<file path="src/rtl/green_pixel_classifier_assert.svh">
// ----------------------------------------------------------------------------
// Assertion macros for the green pixel classifier
// Clocked implication checks, reset-qualified, reported by $error.
// ----------------------------------------------------------------------------
`ifndef GREEN_PIXEL_CLASSIFIER_ASSERT_SVH
`define GREEN_PIXEL_CLASSIFIER_ASSERT_SVH

// Same-cycle implication: whenever ante holds, cons holds too.
`define GPC_ASSERT_SAME(label, clk, rst_n, ante, cons) \
	label: assert property (@(posedge clk) disable iff (!rst_n) (ante) |-> (cons)) \
		else $error("gpc check failed: same-cycle implication");

// Next-cycle implication: whenever ante holds, cons holds in the next cycle.
`define GPC_ASSERT_NEXT(label, clk, rst_n, ante, cons) \
	label: assert property (@(posedge clk) disable iff (!rst_n) (ante) |=> (cons)) \
		else $error("gpc check failed: next-cycle implication");

`endif

</file>
<file path="src/rtl/gpc_pkg.sv">
// ----------------------------------------------------------------------------
// gpc_pkg
// Widths and constants shared by the green pixel classifier.
// ----------------------------------------------------------------------------
package gpc_pkg;

	localparam int PIX_W    = 8;   // one color channel
	localparam int RATE_W   = 10;  // ratio_rate register
	localparam int SUM_W    = 10;  // blue + green + red, at most 765
	localparam int DEN_W    = 9;   // blue + 1 or blue + 2, at most 257
	localparam int SCALED_W = 20;  // sum * rate, at most 782595
	localparam int FS_W     = 20;  // width of the full-scale constant
	localparam int PROD_W   = 28;  // cross products, below 2^28

	localparam logic [PIX_W-1:0]  MARGIN     = 8'd10;
	localparam logic [FS_W-1:0]   FULL_SCALE = 20'd765000;
	localparam logic [RATE_W-1:0] RATE_RESET = 10'd1000;

	typedef logic [PIX_W-1:0]    pix_t;
	typedef logic [SUM_W-1:0]    sum_t;
	typedef logic [DEN_W-1:0]    den_t;
	typedef logic [SCALED_W-1:0] scaled_t;
	typedef logic [PROD_W-1:0]   prod_t;

endpackage

</file>
<file path="src/rtl/green_pixel_classifier.sv">
// ----------------------------------------------------------------------------
// green_pixel_classifier
// Classifies BGR pixels as green or not, one per clock unless stalled, zeroing non-green pixels.
// ----------------------------------------------------------------------------
// A pixel is green when red and blue each sit more than 10 below green and
// both (green - blue) / (blue + 1) and (green - red) / (blue + 2) exceed
// (blue + green + red) * ratio_rate / 765000. The ratios are compared exactly
// by cross-multiplication, so there is no rounding anywhere. A green pixel
// leaves unchanged with is_green set; any other pixel leaves as all zeros.
// The block takes one pixel word per clock while the output is not stalled
// and returns one result word per pixel, in order. Each pixel passes four
// register stages (margin test and sum, first multiplies, second multiplies,
// final compare into the output register) before res_valid rises for it.
// Holding res_ready low while res_valid is set freezes the whole pipeline
// and drops pix_ready in the same cycle; nothing is lost or repeated. Write
// ratio_rate only while no pixel is in flight.
// ----------------------------------------------------------------------------
module green_pixel_classifier (
	input  logic                      clk,
	input  logic                      arst_n,
	// configuration
	input  logic                      ratio_rate_we,
	input  logic [gpc_pkg::RATE_W-1:0] ratio_rate_wdata,
	// pixel channel
	input  logic                      pix_valid,
	output logic                      pix_ready,
	input  logic [gpc_pkg::PIX_W-1:0] blue,
	input  logic [gpc_pkg::PIX_W-1:0] green,
	input  logic [gpc_pkg::PIX_W-1:0] red,
	// result channel
	output logic                      res_valid,
	input  logic                      res_ready,
	output logic [gpc_pkg::PIX_W-1:0] blue_out,
	output logic [gpc_pkg::PIX_W-1:0] green_out,
	output logic [gpc_pkg::PIX_W-1:0] red_out,
	output logic                      is_green
);

`include "green_pixel_classifier_assert.svh"

	// Threshold scale register
	logic [gpc_pkg::RATE_W-1:0] ratio_rate_q;

	always_ff @(posedge clk or negedge arst_n) begin
		if (!arst_n) begin
			ratio_rate_q <= gpc_pkg::RATE_RESET;
		end else if (ratio_rate_we) begin
			ratio_rate_q <= ratio_rate_wdata;
		end
	end

	// The pipeline moves as one: every stage advances unless the output word
	// is held by a stalled consumer.
	logic advance;
	assign advance   = !res_valid || res_ready;
	assign pix_ready = advance;

	// Stage 1: register pixel, margin tests, differences, sum, denominators
	logic            valid_s1;
	gpc_pkg::pix_t   blue_s1, green_s1, red_s1;
	logic            margin_ok_s1;
	gpc_pkg::pix_t   diff_gb_s1, diff_gr_s1;
	gpc_pkg::sum_t   sum_s1;
	gpc_pkg::den_t   den1_s1, den2_s1;

	logic margin_ok;
	assign margin_ok =
		(({1'b0, red}  + {1'b0, gpc_pkg::MARGIN}) < {1'b0, green}) &&
		(({1'b0, blue} + {1'b0, gpc_pkg::MARGIN}) < {1'b0, green});

	always_ff @(posedge clk or negedge arst_n) begin
		if (!arst_n) begin
			valid_s1 <= 1'b0;
		end else if (advance) begin
			valid_s1 <= pix_valid;
		end
	end

	always_ff @(posedge clk) begin
		if (advance) begin
			blue_s1      <= blue;
			green_s1     <= green;
			red_s1       <= red;
			margin_ok_s1 <= margin_ok;
			// Can wrap only when the margin fails; the result is then discarded.
			diff_gb_s1   <= green - blue;
			diff_gr_s1   <= green - red;
			sum_s1       <= {2'b00, blue} + {2'b00, green} + {2'b00, red};
			den1_s1      <= {1'b0, blue} + 9'd1;
			den2_s1      <= {1'b0, blue} + 9'd2;
		end
	end

	// Stage 2: scale the sum, scale the differences to full range
	logic              valid_s2;
	gpc_pkg::pix_t     blue_s2, green_s2, red_s2;
	logic              margin_ok_s2;
	gpc_pkg::scaled_t  scaled_s2;
	gpc_pkg::prod_t    lhs1_s2, lhs2_s2;
	gpc_pkg::den_t     den1_s2, den2_s2;

	always_ff @(posedge clk or negedge arst_n) begin
		if (!arst_n) begin
			valid_s2 <= 1'b0;
		end else if (advance) begin
			valid_s2 <= valid_s1;
		end
	end

	always_ff @(posedge clk) begin
		if (advance) begin
			blue_s2      <= blue_s1;
			green_s2     <= green_s1;
			red_s2       <= red_s1;
			margin_ok_s2 <= margin_ok_s1;
			scaled_s2    <= {10'd0, sum_s1} * {10'd0, ratio_rate_q};
			lhs1_s2      <= {20'd0, diff_gb_s1} * {8'd0, gpc_pkg::FULL_SCALE};
			lhs2_s2      <= {20'd0, diff_gr_s1} * {8'd0, gpc_pkg::FULL_SCALE};
			den1_s2      <= den1_s1;
			den2_s2      <= den2_s1;
		end
	end

	// Stage 3: threshold side of both cross-multiplications
	logic            valid_s3;
	gpc_pkg::pix_t   blue_s3, green_s3, red_s3;
	logic            margin_ok_s3;
	gpc_pkg::prod_t  lhs1_s3, lhs2_s3, rhs1_s3, rhs2_s3;

	always_ff @(posedge clk or negedge arst_n) begin
		if (!arst_n) begin
			valid_s3 <= 1'b0;
		end else if (advance) begin
			valid_s3 <= valid_s2;
		end
	end

	always_ff @(posedge clk) begin
		if (advance) begin
			blue_s3      <= blue_s2;
			green_s3     <= green_s2;
			red_s3       <= red_s2;
			margin_ok_s3 <= margin_ok_s2;
			lhs1_s3      <= lhs1_s2;
			lhs2_s3      <= lhs2_s2;
			rhs1_s3      <= {8'd0, scaled_s2} * {19'd0, den1_s2};
			rhs2_s3      <= {8'd0, scaled_s2} * {19'd0, den2_s2};
		end
	end

	// Stage 4: compare and drive the output register
	logic green_hit;
	assign green_hit = margin_ok_s3 && (lhs1_s3 > rhs1_s3) && (lhs2_s3 > rhs2_s3);

	always_ff @(posedge clk or negedge arst_n) begin
		if (!arst_n) begin
			res_valid <= 1'b0;
		end else if (advance) begin
			res_valid <= valid_s3;
		end
	end

	always_ff @(posedge clk) begin
		if (advance) begin
			is_green  <= green_hit;
			blue_out  <= green_hit ? blue_s3  : '0;
			green_out <= green_hit ? green_s3 : '0;
			red_out   <= green_hit ? red_s3   : '0;
		end
	end

	// Checks
	logic out_zero;
	logic out_margin_ok;
	assign out_zero      = ({blue_out, green_out, red_out} == '0);
	assign out_margin_ok =
		(({1'b0, red_out}  + {1'b0, gpc_pkg::MARGIN}) < {1'b0, green_out}) &&
		(({1'b0, blue_out} + {1'b0, gpc_pkg::MARGIN}) < {1'b0, green_out});

	`GPC_ASSERT_SAME(a_reject_zeroed, clk, arst_n, res_valid && !is_green, out_zero)
	`GPC_ASSERT_SAME(a_green_margin, clk, arst_n, res_valid && is_green, out_margin_ok)
	`GPC_ASSERT_NEXT(a_accept_enters, clk, arst_n, pix_valid && pix_ready, valid_s1)
	`GPC_ASSERT_NEXT(a_stall_holds, clk, arst_n, valid_s3 && !advance, valid_s3 && $stable(rhs1_s3))

endmodule

</file>
<file path="config.mk">
export PLATFORM = sky130hd
export DESIGN_NAME = green_pixel_classifier
export DESIGN_NICKNAME = d
export VERILOG_FILES = /design/src/rtl/gpc_pkg.sv /design/src/rtl/green_pixel_classifier.sv
export VERILOG_INCLUDE_DIRS = /design/src /design/src/rtl
export SDC_FILE = /design/constraint.sdc
export NUM_CORES = 2
export LEC_CHECK = 0
export BUFFER_PORTS_ARGS = -buffer_cell sky130_fd_sc_hd__buf_4
export CAP_MARGIN = 40
export CORE_MARGIN = 2
export CORE_UTILIZATION = 45
export CTS_CLUSTER_DIAMETER = 200
export DETAILED_ROUTE_END_ITERATION = 8
export REMOVE_ABC_BUFFERS = 1
export SYNTH_ARGS = -nofsm -noshare
export SYNTH_HDL_FRONTEND = slang
export SYNTH_SLANG_ARGS = --single-unit
</file>
<file path="constraint.sdc">
create_clock -name clk -period 13.25 [get_ports clk]
set_input_delay 1.325 -clock clk [delete_from_list [all_inputs] [get_ports clk]]
set_output_delay 1.325 -clock clk [all_outputs]
set_load 0.05 [all_outputs]
</file>
==> flow_summary.json <==
{
  "wl_met2_um": 34100,
  "wl_per_cell_um": 17.6,
  "grt_pass1_vias": 21900,
  "status": "finished, final reports clean",
  "fin_crit_sh_pct": 43.8,
  "cts_tree": "yes",
  "cts_resized": 0,
  "critical_path_required_ns": 13.52,
  "cts.path.max_buffers": 3,
  "post_cts_buffers": 0,
  "fmax_mhz": 172,
  "first_pass_iters": 5,
  "drtIter0Drc": 1288,
  "gp_congestion": 0.863,
  "fin_nets": 3793,
  "syn_to_final_growth_pct": 9.00,
  "critPathMaxStageDelay_ns": 0.93,
  "dieArea_mm2": 0.0742,
  "yosysUniqueCellTypes": 71,
  "synthesis.area_mm2": 0.0324,
  "crit_type": "flop to flop",
  "grt_max_degree": 76,
  "hold_viol_final": 0,
  "port-buffer-count": 65,
  "cp_slowest_cell": "edfxtp_1",
  "via_per_inst": 5.13,
  "synth-edff-count": 336,
  "hpwl_um": 55400,
  "maxSlewViolCount": 0,
  "syn_inst": 2982,
  "async_flop_share_pct": 4.00,
  "cp_max_fo": 20,
  "final_common_cell": "inv_1",
  "worstSetupStartpointType": "flop",
  "drc": 0,
  "synth.top_cell.area_share_pct": 31.1,
  "path_cells": "nand2_1 > fa_1 > inv_1 > fa_1 > inv_1 > fa_1 > fa_1 > inv_1 > ha_1 > o21ai_0 > o21ai_0 > a21oi_1 > o21bai_1 > a22oi_1 > mux2_2 > nand3_1",
  "ioPinCount": 66,
  "hold_buffers": 0,
  "grt_pass1_wl_um": 115000,
  "path_clk_slew_ns": 0.06,
  "endpoint_kind": "flop",
  "fin_setup_tns_ns": 0,
  "antenna_found_initial": 2,
  "clock_latency_ns": 0.59,
  "setup_viol": 0,
  "drt-total-wl_um": 70300,
  "ys_warn_count": 0,
  "grt-ovfl-total": 0,
  "tightest_slew_ns": 0.929,
  "clockRootBuffer": "clkbuf_16",
  "htree_num_levels": 2,
  "num_rows": 98,
  "period_needed_ns": 5.81,
  "synth_area_leaders": "edfxtp_1, fa_1, ha_1, inv_1, and2_1",
  "die_h_um": 272,
  "met1_length_um": 30600,
  "worstPathArrival_ns": 6.08,
  "final_cell_mix": "inv_1, fa_1, ha_1",
  "grt_util_all_layers_pct": 19.6,
  "clkSinkCount": 350,
  "ys_seq_area_share_pct": 32.2,
  "dr_wl_met3_um": 3310,
  "rsz0062_at_grt": "false",
  "cp_common_cell": "fa_1",
  "antenna_left": 0,
  "cap_viol_max_count": 0,
  "dr_total_vias": 20500,
  "numCtsBuffers": 43,
  "die_x_um": 272,
  "hp-class": "flop to flop",
  "layout-drive-gt1-share_pct": 5.74,
  "initial_core_util_pct": 45.4,
  "syn_avg_cell_area_um2": 10.9,
  "skew_ns": 0.0296,
  "yosysTopAreaCell": "edfxtp_1",
  "routed.top_layer": "met5",
  "ys_ff_latch": 350,
  "synthFlopType": "edfxtp_1",
  "core_area_mm2": 0.0714,
  "fill_cells": 6493,
  "slew_headroom_pct": 38.1
}
-- worst max-delay path: cells and delay by family (launching register included) --
kind	cells	cell delay, ns
adders and majority gates	5	2.43
AOI/OAI and AO/OA	5	1.34
DFF	1	0.93
and+or+nand+nor	2	0.37
muxes	1	0.26
buffers and inverters	3	0.17
-- layer usage --
metal	vias to the layer above	global-route usage (%)
met2	428	33.4
met1	10300	25.6
met3	108	3.26
met4	2	6.45
met5	-	0
li1	9721	-
-- Yosys cell counts (4+ instances only) --
| library cell | n |
|---|---|
| and2_1 | 269 |
| and4_1 | 5 |
| a2111oi_0 | 4 |
| mux2_2 | 14 |
| o31ai_1 | 4 |
| o21bai_1 | 19 |
| o21ai_0 | 71 |
| nand4_1 | 13 |
| a211oi_1 | 12 |
| xnor2_1 | 92 |
| a221oi_1 | 5 |
| a31oi_1 | 13 |
| inv_1 | 569 |
| nand2b_1 | 10 |
| and3_1 | 13 |
| a21o_1 | 58 |
| edfxtp_1 | 336 |
| fa_1 | 384 |
| nand2_1 | 277 |
| nor2_1 | 58 |
| a21oi_1 | 110 |
| clkbuf_1 | 87 |
| o211ai_1 | 9 |
| or3_1 | 5 |
| dfstp_2 | 6 |
| dfrtp_1 | 8 |
| xor2_1 | 33 |
| ha_1 | 357 |
| a22oi_1 | 4 |
| nand3_1 | 26 |
| nor3_1 | 15 |
| nor2b_1 | 16 |
| o21a_1 | 19 |
| a21boi_0 | 7 |
-- worst paths after layout --
kind | from | endpoint | slack [ns] | cells past startpoint
worst max-delay path | den1_s2[0]$_DFFE_PP_ | rhs1_s3[27]$_DFFE_PP_ | 7.44 | 16
worst min-delay path | lhs2_s2[20]$_DFFE_PP_ | lhs2_s3[20]$_DFFE_PP_ | 0.41 | 0
worst min register to register | lhs2_s2[20]$_DFFE_PP_ | lhs2_s3[20]$_DFFE_PP_ | 0.41 | 0
min in group asynchronous | arst_n | valid_s2$_DFFE_PN0P_ | 0.57 | 1
worst max register to register | den1_s2[0]$_DFFE_PP_ | rhs1_s3[27]$_DFFE_PP_ | 7.44 | 16
max in group asynchronous | arst_n | ratio_rate_q[8]$_DFFE_PN1P_ | 12.43 | 1
-- cell families (layout without fill, tap and decap cells) --
group	Yosys count	count (layout)	synth area share, %
adder cells (fa/ha/maj)	741	741	37.5
AND/OR/NAND/NOR	722	722	11.3
buffers and inverters	660	725	7.69
AO/OA/AOI/OAI	368	368	7.38
flip-flops	350	350	32.2
XOR/XNOR	125	125	3.38
multiplexers	16	16	0.548
other	0	1	0
-- state kept, by name, summed over array words and instances (netlist names), 9 cells and up --
register	cells
scaled_s2	20
den1_s1	9
ratio_rate_q	10
rhs1_s3	28
lhs1_s3	25
rhs2_s3	28
lhs2_s2	25
lhs2_s3	25
sum_s1	10
lhs1_s2	25
den1_s2	9
-- metrics by stage --
stage / hold slack, ns / instances / setup slack, ns / instance area [um^2] / util (%)
after global routing: 0.420 / 3997 / 7.32 / 35300 / 49.5
final: 0.411 / 3998 / 7.44 / 35300 / 49.5
after global placement: 0.401 / 3914 / 7.64 / 33800 / 47.4
after CTS: 0.413 / 3997 / 7.55 / 35300 / 49.5
after detailed placement: 0.405 / 3918 / 7.58 / 33900 / 47.5
after floorplan: 0.400 / 2892 / 2.14 / 32100 / -
-- cell type report --
cell class | count | area (um^2) | area share, %
clock buffers | 53 | 1110 | 3.15
diodes | 1 | 2.50 | 0.00708
repair buffers | 76 | 651 | 1.84
flip-flops and latches | 350 | 10400 | 29.6
clock inverters | 26 | 302 | 0.853
inverters | 570 | 2140 | 6.05
well taps | 950 | 1190 | 3.36
multi-input cells | 1972 | 19500 | 55.2
Power is not shown: default switching activity piles up to over one toggle a cycle in this logic, so the estimate is an artifact.
